File: src/efla_pkg.sv
// Shared types, constants and link reset function of the entry free-list allocator.
package efla_pkg;

    // Pool size and derived widths.
    localparam int ENTRIES = 64;
    localparam int ADDR_W  = $clog2(ENTRIES);
    localparam int PTR_W   = ADDR_W + 1;

    // Fixed widths of the request and response fields.
    localparam int IDX_W = 6;
    localparam int CNT_W = 7;

    // Request codes.
    localparam logic REQ_ALLOC   = 1'b0;
    localparam logic REQ_RELEASE = 1'b1;

    // Pointer value that ends a list.
    localparam logic [PTR_W-1:0] NIL_PTR = PTR_W'(ENTRIES);

    typedef enum logic [1:0] {
        STATUS_OK       = 2'd0,
        STATUS_EMPTY    = 2'd1,
        STATUS_RANGE    = 2'd2,
        STATUS_NOT_USED = 2'd3
    } t_status;

    typedef enum logic [2:0] {
        ST_IDLE,
        ST_ALLOC_WR,
        ST_HEAD_WR,
        ST_WALK,
        ST_UNLINK_WR,
        ST_FREE_WR,
        ST_DONE
    } t_state;

    // Access request from the sequencer to the link table.
    typedef struct packed {
        logic              rd_en;
        logic [ADDR_W-1:0] rd_addr;
        logic              wr_en;
        logic [ADDR_W-1:0] wr_addr;
        logic [PTR_W-1:0]  wr_data;
    } t_link_req;

    // Next pointer of an entry after reset: a chain from entry 1 to the last
    // entry, with entry 0 and the last entry ending their lists.
    function automatic logic [PTR_W-1:0] link_reset(input logic [ADDR_W-1:0] addr);
        logic [PTR_W-1:0] ptr;
        if (addr == ADDR_W'(0) || addr == ADDR_W'(ENTRIES - 1)) begin
            ptr = NIL_PTR;
        end else begin
            ptr = PTR_W'(addr) + PTR_W'(1);
        end
        return ptr;
    endfunction

endpackage

File: src/efla_ram.sv
// Generic single-write, single-read RAM with registered read data.
module efla_ram #(
    parameter int WIDTH = 8,
    parameter int DEPTH = 64
) (
    input  logic                     i_clk,
    input  logic                     i_wr_en,
    input  logic [$clog2(DEPTH)-1:0] i_wr_addr,
    input  logic [WIDTH-1:0]         i_wr_data,
    input  logic                     i_rd_en,
    input  logic [$clog2(DEPTH)-1:0] i_rd_addr,
    output logic [WIDTH-1:0]         o_rd_data
);

    logic [WIDTH-1:0] r_mem [DEPTH];
    logic [WIDTH-1:0] r_rd_data;

    // Write port.
    always_ff @(posedge i_clk) begin
        if (i_wr_en) begin
            r_mem[i_wr_addr] <= i_wr_data;
        end
    end

    // Registered read port.
    always_ff @(posedge i_clk) begin
        if (i_rd_en) begin
            r_rd_data <= r_mem[i_rd_addr];
        end
    end

    assign o_rd_data = r_rd_data;

endmodule

File: src/efla_link_table.sv
// Next-pointer table: RAM plus per-entry valid bits that stand in for the reset chain.
module efla_link_table (
    input  logic                     i_clk,
    input  logic                     i_rst_n,
    input  efla_pkg::t_link_req      i_req,
    output logic [efla_pkg::PTR_W-1:0] o_rd_data
);

    import efla_pkg::*;

    logic [ENTRIES-1:0] r_valid;
    logic [ADDR_W-1:0]  r_rd_addr;
    logic               r_rd_hit;
    logic [PTR_W-1:0]   ram_q;

    efla_ram #(
        .WIDTH (PTR_W),
        .DEPTH (ENTRIES)
    ) u_ram (
        .i_clk     (i_clk),
        .i_wr_en   (i_req.wr_en),
        .i_wr_addr (i_req.wr_addr),
        .i_wr_data (i_req.wr_data),
        .i_rd_en   (i_req.rd_en),
        .i_rd_addr (i_req.rd_addr),
        .o_rd_data (ram_q)
    );

    // An entry becomes valid once it has been written since reset.
    always_ff @(posedge i_clk) begin
        if (!i_rst_n) begin
            r_valid <= '0;
        end else if (i_req.wr_en) begin
            r_valid[i_req.wr_addr] <= 1'b1;
        end
    end

    // Track the address and validity of the read in flight.
    always_ff @(posedge i_clk) begin
        if (i_req.rd_en) begin
            r_rd_addr <= i_req.rd_addr;
            r_rd_hit  <= r_valid[i_req.rd_addr];
        end
    end

    // Entries never written read as their reset pointer.
    assign o_rd_data = r_rd_hit ? ram_q : link_reset(r_rd_addr);

endmodule

File: src/entry_free_list_allocator.sv
// Top level of the entry free-list allocator: request sequencer, list heads and response register.
//
//  Channel   | Handshake                 | Payload
//  ----------+---------------------------+-----------------------------------------------
//  request   | i_in_valid / o_in_ready   | i_req_type, i_entry_index
//  response  | o_out_valid / i_out_ready | o_granted_index, o_status, o_free_count
//
// Refused requests go from idle straight to the response load; an allocate passes through
// ST_ALLOC_WR and a release of the used head through ST_HEAD_WR; a walked release stays in
// ST_WALK for each link walked and, if found, passes through ST_UNLINK_WR and ST_FREE_WR,
// paced by the single read port of the link table.
// A new request is taken once the sequencer is idle, even while the last response waits;
// a stalled response holds the next one in the sequencer. Reset marks all links unwritten.
module entry_free_list_allocator (
    input  logic                        i_clk,
    input  logic                        i_rst_n,
    input  logic                        i_in_valid,
    output logic                        o_in_ready,
    input  logic                        i_req_type,
    input  logic [efla_pkg::IDX_W-1:0]  i_entry_index,
    output logic                        o_out_valid,
    input  logic                        i_out_ready,
    output logic [efla_pkg::IDX_W-1:0]  o_granted_index,
    output logic [1:0]                  o_status,
    output logic [efla_pkg::CNT_W-1:0]  o_free_count
);

    import efla_pkg::*;

    t_state             r_state, n_state;
    logic [PTR_W-1:0]   r_free_head, n_free_head;
    logic [PTR_W-1:0]   r_used_head, n_used_head;
    logic [PTR_W-1:0]   r_free_total, n_free_total;
    logic               r_out_valid, n_out_valid;
    logic [IDX_W-1:0]   r_idx, n_idx;
    logic [PTR_W-1:0]   r_pre, n_pre;
    logic [PTR_W-1:0]   r_steps, n_steps;
    logic [IDX_W-1:0]   r_res_granted, n_res_granted;
    t_status            r_res_status, n_res_status;
    logic [IDX_W-1:0]   r_out_granted, n_out_granted;
    t_status            r_out_status, n_out_status;
    logic [CNT_W-1:0]   r_out_count, n_out_count;

    t_link_req          link_req;
    logic [PTR_W-1:0]   link_q;
    logic [PTR_W-1:0]   total_inc;

    efla_link_table u_link_table (
        .i_clk     (i_clk),
        .i_rst_n   (i_rst_n),
        .i_req     (link_req),
        .o_rd_data (link_q)
    );

    // Control state.
    always_ff @(posedge i_clk) begin
        if (!i_rst_n) begin
            r_state      <= ST_IDLE;
            r_free_head  <= PTR_W'(1);
            r_used_head  <= '0;
            r_free_total <= PTR_W'(ENTRIES - 1);
            r_out_valid  <= 1'b0;
        end else begin
            r_state      <= n_state;
            r_free_head  <= n_free_head;
            r_used_head  <= n_used_head;
            r_free_total <= n_free_total;
            r_out_valid  <= n_out_valid;
        end
    end

    // Working and response payload registers.
    always_ff @(posedge i_clk) begin
        r_idx         <= n_idx;
        r_pre         <= n_pre;
        r_steps       <= n_steps;
        r_res_granted <= n_res_granted;
        r_res_status  <= n_res_status;
        r_out_granted <= n_out_granted;
        r_out_status  <= n_out_status;
        r_out_count   <= n_out_count;
    end

    // The free count saturates at the pool size.
    assign total_inc = (r_free_total < PTR_W'(ENTRIES)) ? r_free_total + PTR_W'(1)
                                                         : r_free_total;

    // Sequencer: next state, list updates and link table accesses.
    always_comb begin
        n_state       = r_state;
        n_free_head   = r_free_head;
        n_used_head   = r_used_head;
        n_free_total  = r_free_total;
        n_out_valid   = r_out_valid;
        n_idx         = r_idx;
        n_pre         = r_pre;
        n_steps       = r_steps;
        n_res_granted = r_res_granted;
        n_res_status  = r_res_status;
        n_out_granted = r_out_granted;
        n_out_status  = r_out_status;
        n_out_count   = r_out_count;
        link_req      = '0;

        // The response register empties on its transfer.
        if (r_out_valid && i_out_ready) begin
            n_out_valid = 1'b0;
        end

        unique case (r_state)
            ST_IDLE: begin
                if (i_in_valid) begin
                    n_idx         = i_entry_index;
                    n_res_granted = '0;
                    if (i_req_type == REQ_ALLOC) begin
                        if (r_free_total == '0 || r_free_head >= PTR_W'(ENTRIES)) begin
                            n_res_status = STATUS_EMPTY;
                            n_state      = ST_DONE;
                        end else begin
                            link_req.rd_en   = 1'b1;
                            link_req.rd_addr = ADDR_W'(r_free_head);
                            n_state          = ST_ALLOC_WR;
                        end
                    end else if (PTR_W'(i_entry_index) >= PTR_W'(ENTRIES)) begin
                        n_res_status = STATUS_RANGE;
                        n_state      = ST_DONE;
                    end else if (r_used_head == PTR_W'(i_entry_index)) begin
                        link_req.rd_en   = 1'b1;
                        link_req.rd_addr = ADDR_W'(i_entry_index);
                        n_state          = ST_HEAD_WR;
                    end else if (r_used_head >= PTR_W'(ENTRIES)) begin
                        n_res_status = STATUS_NOT_USED;
                        n_state      = ST_DONE;
                    end else begin
                        link_req.rd_en   = 1'b1;
                        link_req.rd_addr = ADDR_W'(r_used_head);
                        n_pre            = r_used_head;
                        n_steps          = '0;
                        n_state          = ST_WALK;
                    end
                end
            end

            // Pop the free head and push it on the used list.
            ST_ALLOC_WR: begin
                link_req.wr_en   = 1'b1;
                link_req.wr_addr = ADDR_W'(r_free_head);
                link_req.wr_data = r_used_head;
                n_free_head      = link_q;
                n_used_head      = r_free_head;
                n_free_total     = r_free_total - PTR_W'(1);
                n_res_granted    = IDX_W'(r_free_head);
                n_res_status     = STATUS_OK;
                n_state          = ST_DONE;
            end

            // The released entry is the used head: advance the head, then free it.
            ST_HEAD_WR: begin
                n_used_head      = link_q;
                link_req.wr_en   = 1'b1;
                link_req.wr_addr = ADDR_W'(r_idx);
                link_req.wr_data = r_free_head;
                n_free_head      = PTR_W'(r_idx);
                n_free_total     = total_inc;
                n_res_status     = STATUS_OK;
                n_state          = ST_DONE;
            end

            // One link per cycle: link_q holds the successor of the entry at r_pre.
            ST_WALK: begin
                if (link_q == PTR_W'(r_idx)) begin
                    link_req.rd_en   = 1'b1;
                    link_req.rd_addr = ADDR_W'(r_idx);
                    n_state          = ST_UNLINK_WR;
                end else if (r_steps + PTR_W'(1) == PTR_W'(ENTRIES) ||
                             link_q >= PTR_W'(ENTRIES)) begin
                    n_res_status = STATUS_NOT_USED;
                    n_state      = ST_DONE;
                end else begin
                    link_req.rd_en   = 1'b1;
                    link_req.rd_addr = ADDR_W'(link_q);
                    n_pre            = link_q;
                    n_steps          = r_steps + PTR_W'(1);
                end
            end

            // Bridge the predecessor over the released entry.
            ST_UNLINK_WR: begin
                link_req.wr_en   = 1'b1;
                link_req.wr_addr = ADDR_W'(r_pre);
                link_req.wr_data = link_q;
                n_state          = ST_FREE_WR;
            end

            // Push the released entry on the free list.
            ST_FREE_WR: begin
                link_req.wr_en   = 1'b1;
                link_req.wr_addr = ADDR_W'(r_idx);
                link_req.wr_data = r_free_head;
                n_free_head      = PTR_W'(r_idx);
                n_free_total     = total_inc;
                n_res_status     = STATUS_OK;
                n_state          = ST_DONE;
            end

            // Load the response once the output register is free.
            ST_DONE: begin
                if (!r_out_valid || i_out_ready) begin
                    n_out_valid   = 1'b1;
                    n_out_granted = r_res_granted;
                    n_out_status  = r_res_status;
                    n_out_count   = CNT_W'(r_free_total);
                    n_state       = ST_IDLE;
                end
            end

            default: begin
                n_state = ST_IDLE;
            end
        endcase
    end

    assign o_in_ready      = (r_state == ST_IDLE);
    assign o_out_valid     = r_out_valid;
    assign o_granted_index = r_out_granted;
    assign o_status        = r_out_status;
    assign o_free_count    = r_out_count;

endmodule
File: config.mk
export PLATFORM = sky130hd
export DESIGN_NAME = entry_free_list_allocator
export DESIGN_NICKNAME = d
export VERILOG_FILES = /design/src/efla_pkg.sv /design/src/efla_ram.sv /design/src/efla_link_table.sv /design/src/entry_free_list_allocator.sv
export SDC_FILE = /design/constraint.sdc
export NUM_CORES = 1
export LEC_CHECK = 0
export ABC_CLOCK_PERIOD_IN_PS = 10800
export BUFFER_PORTS_ARGS = -buffer_cell sky130_fd_sc_hd__buf_4
export CORE_MARGIN = 5
export CORE_UTILIZATION = 62
export CTS_CLUSTER_DIAMETER = 50
export DETAILED_ROUTE_END_ITERATION = 12
export GPL_TIMING_DRIVEN = 1
export PLACE_DENSITY = 0.79
export REMOVE_ABC_BUFFERS = 1
export SETUP_SLACK_MARGIN = 0.05
export SLEW_MARGIN = 5
export SYNTH_ARGS = -nofsm -noshare
export SYNTH_HDL_FRONTEND = slang
export SYNTH_SLANG_ARGS = --single-unit
File: constraint.sdc
create_clock -name i_clk -period 10.8 [get_ports i_clk]
set_clock_uncertainty 0.1 [all_clocks]
set_input_delay 1.62 -clock i_clk [delete_from_list [all_inputs] [get_ports i_clk]]
set_output_delay 1.62 -clock i_clk [all_outputs]
set_load 0.02 [all_outputs]
-- After elaboration in Yosys (flattened, before gate mapping)
Memories as Yosys holds them, arrays and structs flattened. A register that Yosys moved wholly into a read port is not among the register bits.
Cells that the tools add are included.
- muxes and demuxes: 57
- bitwise operators: 1
- equal/unequal tests: 23
- $lt $le $gt $ge: 7
- reductions and logical operators: 24
- add/subtract/negate cells: 4
- operators by type and width (cell ; number):
    $mux 7 ; 16
    $pmux 7 s2 ; 5
    $or 64x64->64 ; 1
    $mux 6 ; 7
    $pmux 14 s3 ; 1
    $mux 3 ; 8
    $pmux 6 s2 ; 2
    $ge 7x7->1 const B ; 3
    $pmux 3 s5 ; 1
    $add 7x1->7 const B ; 2
    $eq 7x6->1 ; 2
    $lt 6x7->1 const B ; 2
    $mux 2 ; 7
    $ne 2x2->1 const B ; 7
    $reduce_and 7->1 ; 2
    $eq 3x3->1 const B ; 3
    $reduce_and 2->1 ; 4
    $reduce_bool 2->1 ; 4
    $add 6x1->7 const B ; 1
    $eq 7x7->1 const B ; 1
    $logic_not 7->1 ; 1
    $lt 7x7->1 const B ; 1
    $mux 1 ; 7
    $sub 7x1->7 const B ; 1
    other kinds (20) ; 27
- input port bits: 11
- word-level logic and storage cells: 133
- register bits after elaboration: 138
- memories: 1
- bits in writable memories: 448
- memories (name ; words ; width ; rd ports ; clocked after memory_dff ; wr ports ; RTL line ; text):
    u_link_table.u_ram.r_mem ; 64 ; 7 ; 1 ; 1 ; 1 ; efla_ram.sv:15 ; logic [WIDTH-1:0] r_mem [DEPTH];

-- Logic depth before layout (Yosys ltp)
- depth in word-level cells: 11
- gate-level depth with buffers: 18
- depth with buffers taken out: 15

-- Hierarchy
From an unflattened synthesis, not the netlist that was laid out.
- cell total of the unflattened synthesis: 1515
- area total of the unflattened synthesis: 24623.6 um^2
- by module, submodules not included (module ; cells each ; instances ; area each (um^2)):
    efla_ram ; 827 ; 1 ; 17705.7
    entry_free_list_allocator ; 371 ; 1 ; 3694.8
    efla_link_table ; 317 ; 1 ; 3223.1

-- Worst setup path before layout
Ideal clock, no wire load.
- path kind: register to register
- start point: reg u_link_table.r_rd_addr[0]
- end point: mem u_link_table.u_ram.r_mem[0][3] (netlist bit) (data pin)
- slack: 5.691 ns
- path buffers: 0
- data arrival time: 4.307 ns
- stages on the path, launching flop included: 8
- required time: 9.998 ns
- period minus slack after synthesis: 5.109 ns
- library setup time: 0.702 ns
- cells stage by stage: edfxtp_1 ha_1 nand3_1 nor2_2 o41ai_4 mux2_2 a22oi_1 o21ai_0
- RTL lines (element ; RTL line ; text):
    start: declaration ; efla_link_table.sv:12 ; logic [ADDR_W-1:0] r_rd_addr;
    start signal: assignment ; efla_link_table.sv:41 ; r_rd_addr <= i_req.rd_addr;
    end: declaration ; efla_ram.sv:15 ;

-- Worst setup path after layout
- start point: reg u_link_table.r_rd_addr[0]
- end point: reg u_link_table.u_ram.r_rd_data[1] (netlist: u_link_table.u_ram.o_rd_data[1]) (read register of u_link_table.u_ram.r_mem) (data pin)
- longest elaborated chain between the ends: 9
- elaborated cells between the ends (all ways): 12
- those cells by class: add/sub: 1; order compare: 1; eq/ne: 2; mux: 5; reduce/logical: 3
- RTL lines (element ; RTL line ; text):
    branches (longest 2 deep; another with $add 6x1->7) ; -- ;
    $mux 7 * ; efla_pkg.sv:50 ; if (addr == ADDR_W'(0) || addr == ADDR_W'(ENTRIES - 1)) begin
    $mux 7 * ; efla_link_table.sv:47 ; assign o_rd_data = r_rd_hit ? ram_q : link_reset(r_rd_addr);
    $ge 7x7->1 ; entry_free_list_allocator.sv:176 ; link_q >= PTR_W'(ENTRIES)) begin
    $logic_or 1x1->1 ; entry_free_list_allocator.sv:175 ; end else if (r_steps + PTR_W'(1) == PTR_W'(ENTRIES) ||
    $mux 7 ; entry_free_list_allocator.sv:175 ;
    $mux 7 * ; entry_free_list_allocator.sv:171 ; if (link_q == PTR_W'(r_idx)) begin
    $pmux 7 s2 * ; entry_free_list_allocator.sv:110 ; unique case (r_state)
    end: declaration ; efla_ram.sv:16 ; logic [WIDTH-1:0] r_rd_data;
Every way passes the cells marked *.
A chain may end at the register's enable or synchronous reset.

==> key figures <==
Routing
  • Final ANT Viol Nets: 0
  • DR vias: ~16k
  • Wire per inst: roughly 25 µm
  • Drt total wl: roughly 62000 µm
  • Remaining DRCs: 0
  • Detailed Route Iter0 Violations: 2475
  • First-pass iteration count of the detailed router: 6
  • DR vias/cell: about 6.5

Place
  • Final HPWL DP: roughly 38000 µm
  • DP Area: about 25000 µm²
  • Gp weighted congestion: 0.918
  • DP Worst Slack: approximately 4 ns
  • Port-buffer cells: 27
  • DP Cell Count: about 2.4k

STA
  • Max Clk Rate: 0.151 GHz
  • Final setup viols: 0
  • Final period util: approximately three fifths
  • Final Max Slew Viols: 0
  • Worst Hold Slack: ~0.32 ns
  • Worst slew margin: between 20% and 30%
  • Fin Setup TNS: 0 ns
  • RSZ-0062 raised after global routing: no
  • Hold Vio Cnt, Final: 0
  • Fin crit period: 6.62 ns
  • Final WS setup: roughly 4.2 ns
  • Slew @ Worst Pin: 1.17 ns

Logic synthesis
  • Seq/Total Area, Yosys: between 60% and 70%
  • Simple-gate share of the synthesized area: roughly an eighth
  • Synth cell types: 74
  • Main flop type after synthesis: edfxtp_1
  • Post-synthesis compound-gate area fraction: between 10% and 20%
  • Syn avg cell area: between 10 and 15 µm²
  • Post-synth EDFFs: 504
  • Synthesized instance count: approximately 1.9k
  • Post-Synth Adder-Cell Area: 0.486%
  • YS warnings: 0
  • Post-synthesis mux area share: 4.68%
  • Post-synthesis cell area: around 25000 µm²
  • Async set-or-reset flop fraction in the synthesized netlist: 0%
  • Number of synthesized register bits: 593
  • Synth Area in XOR/XNOR: less than 1%
  • Largest family of logic cells by synthesized area: simple AND/OR/NAND/NOR gates

Critical path
  • Crit path cell chain: ha_1 > nand3_1 > nor2_2 > o221ai_1 > a2111oi_2 > a31oi_2 > a221oi_4 > buf_12 > buf_4 > mux2i_1 > mux2i_1 > a2111oi_0 > a22oi_1 > and3_1
  • CP Data Arrival Time: roughly 6.9 ns
  • Required time of the critical path: about 11 ns
  • Reg-to-reg startpoint: u_link_table.r_rd_addr[0]
  • Crit. End Element: register
  • Crit path launch type: register
  • Reg2reg end: u_link_table.u_ram.o_rd_data[1]
  • Slowest CP cell: a2111oi_0
  • Critical path buffers and inverters: 2
  • R2r worst-path depth: 14
  • Top delay family on crit path: compound AO/OA/AOI/OAI gates
  • R2R Setup Slk: ~4.2 ns
  • CP max FO: between 150 and 200
  • Crit path largest cell delay: around 0.92 ns
  • Critical path class: register to register
  • Most Frequent Cell on Critical Path: mux2i_1

Die
  • Die Area: between 40000 and 50000 µm²
  • Core footprint: around 40000 µm²
  • Die height: around 210 µm
  • IO Count: 28
  • Initial Util: ~63%
  • FP Rows: 73
  • Chip Width: between 200 and 250 µm

Finish
  • Final instance area: about 27000 µm²
  • Layout cells sized above 1: between 9 and 10%
  • Multi-input logic area: 7230 µm²
  • Filler cell count: between 2k and 3k
  • P&R area growth vs syn: 10.3%
  • Layout Nets: between 1.5k and 2k
  • Layout Utilization: 68.9%
  • Number of diodes: 0
  • Sequential cell area: between 15000 and 20000 µm²
  • Layout Cells excl Fill: 2524

Clock tree
  • H-Tree Depth: 2
  • CTS tree: done
  • Num CTS Buffers: 60
  • Cts hold-fix bufs: 0
  • Setup bufs post-CTS: 0
  • CTS Sinks: ~590
  • Worst-path clk slew: 0.06 ns
  • Clock Latency Late Sink: approximately 0.62 ns
  • CTS root buf: clkbuf_16
  • PostCTS Resize Cnt: 0
  • Clk buf depth: 3

GRT
  • Antenna violations before repair: 0
  • Vias in the first global route: between 15k and 20k
  • All-layer global routing usage: between 20 and 30%
  • Largest net degree at the start of global routing: ~170
  • First-pass GRT wire length: ~94000 µm
  • GR Overflow Total: 0

Pwr
  • Pint: ~4.3 mW
  • Comb pwr share: about a fifth
  • Static Leak: between 9 and 10 nW
  • Switching Power: around 1.9 mW
  • Cell area power density: around 230 nW/µm²
  • Switching Fraction: between 30% and 40%
  • Clk pwr share: around 32%
  • Worst vdd ir: approximately 0.15 mV
  • Sequential Power Share: 47.1%
  • Total Power: a little over 6 mW

Worst hold path
  • HP Class: register to register
  • Hold Crit Start: r_res_granted[0]
  • WHS Path Cells: 0
  • Hold Path End: o_granted_index[0]

Job
  • Max-cap viol count: 0

Status
  • Outcome: finished, final reports clean
[synth_stat cells (6+ instances only)]
master / n / share of area [%]
a2111oi_0: 10 / 0.35
clkbuf_1: 40 / 0.61
edfxtp_1: 504 / 61
a21oi_1: 81 / 1.6
a22oi_1: 23 / 0.70
a211o_1: 7 / 0.25
dfxtp_1: 89 / 7.2
a31oi_1: 45 / 1.1
o221ai_1: 9 / 0.32
buf_4: 19 / 0.58
a211oi_1: 8 / 0.24
and3_1: 17 / 0.43
buf_2: 29 / 0.59
inv_1: 18 / 0.27
nor2_1: 99 / 1.5
xnor2_1: 13 / 0.46
nand3_1: 83 / 1.7
nor3_1: 16 / 0.32
nand2_1: 400 / 6.1
nor2b_1: 14 / 0.35
o21ai_0: 48 / 0.97
nand4_1: 8 / 0.20
and2_1: 10 / 0.25
buf_1: 6 / 0.091
mux2i_1: 111 / 4.5
nor4_1: 6 / 0.15
ha_1: 8 / 0.40
o22ai_1: 18 / 0.46
buf_6: 11 / 0.50
xor2_1: 8 / 0.28
o211ai_1: 7 / 0.21
o21a_1: 68 / 2.1
a32oi_1: 32 / 1.1
[how the worst max path moves through the flow]
stage	start	endpoint	slack, ns	cells past startpoint
3_5_place_dp	i_req_type	u_link_table.r_rd_hit	4.12	13
5_1_grt	u_link_table.r_rd_addr[0]	u_link_table.r_rd_hit	3.88	15
6_report	u_link_table.r_rd_addr[0]	u_link_table.u_ram.o_rd_data[1]	4.18	14
4_1_cts	u_link_table.r_rd_addr[0]	u_link_table.u_ram.o_rd_data[1]	4.26	14
3_3_place_gp	i_req_type	u_link_table.r_rd_hit	4.21	13
2_1_floorplan	u_link_table.r_rd_addr[0]	u_link_table.r_rd_hit	-3.06	14
[state kept, by name, indices dropped and copies added, names as in the netlist, 7 cells and up]
name                          cells
o_free_count                      7
r_free_head                       7
r_free_total                      7
r_steps                           7
r_used_head                       7
u_link_table.r_valid             64
u_link_table.u_ram.o_rd_data      7
u_link_table.u_ram.r_mem        448
[power by group through the flow]
stage | Combinational (mW) | Clock, mW | Sequential (mW)
final | 1.28 | 2.01 | 2.93
after global routing | 1.37 | 2.12 | 2.94
after CTS | 1.26 | 2.02 | 2.93
after floorplan | 0.822 | 0 | 2.98
after detailed placement | 1.25 | 0 | 2.97
after global placement | 1.21 | 0 | 2.97
[placed cells by master (no fill, tap or decap), types with 40 or more instances in the layout]
master     netlist  final
edfxtp_1       504    504
nand2_1        400    400
o21ai_0         48     40
o21a_1          68     68
buf_4           19     55
clkbuf_16        0     62
a31oi_1         45     45
mux2i_1        111    111
nand3_1         83     83
dfxtp_1         89     89
nor2_1          99     98
a21oi_1         81     81
[final cells by class]
cell class | count | share of cell area, %
clock buffer | 90 | 6.48
clock inverter | 23 | 0.633
inverter | 22 | 0.330
multi-input combinational | 1215 | 26.5
sequential | 593 | 62.0
tap | 525 | 2.41
timing repair buffer | 56 | 1.59
[logic make-up after synthesis]
| logic type | Yosys count |
|---|---|
| mux | 115 |
| buf+inv | 127 |
| compound gates | 394 |
| simple gates | 676 |
| fa+ha+maj | 9 |
| flops | 593 |
| xor+xnor | 21 |
[worst register-to-register path, cell delays in order, from the launching register on]
cell,delay [ns]
edfxtp_1,0.50
ha_1,0.28
nand3_1,0.16
nor2_2,0.36
o221ai_1,0.20
a2111oi_2,0.48
a31oi_2,0.48
a221oi_4,0.42
buf_12,0.66
buf_4,0.97
mux2i_1,0.38
mux2i_1,0.11
a2111oi_0,0.92
a22oi_1,0.18
and3_1,0.20
[routing by layer]
layer  global-route usage [%]  part of all wire (%)  vias up
li1                         -                     -     7268
met1                     37.8                    38     7993
met2                     45.1                    49      959
met3                     5.34                    10      150
met4                     9.99                   3.4        0
met5                        0                     0        -
Note: power is estimated with default switching activity, not from simulation.
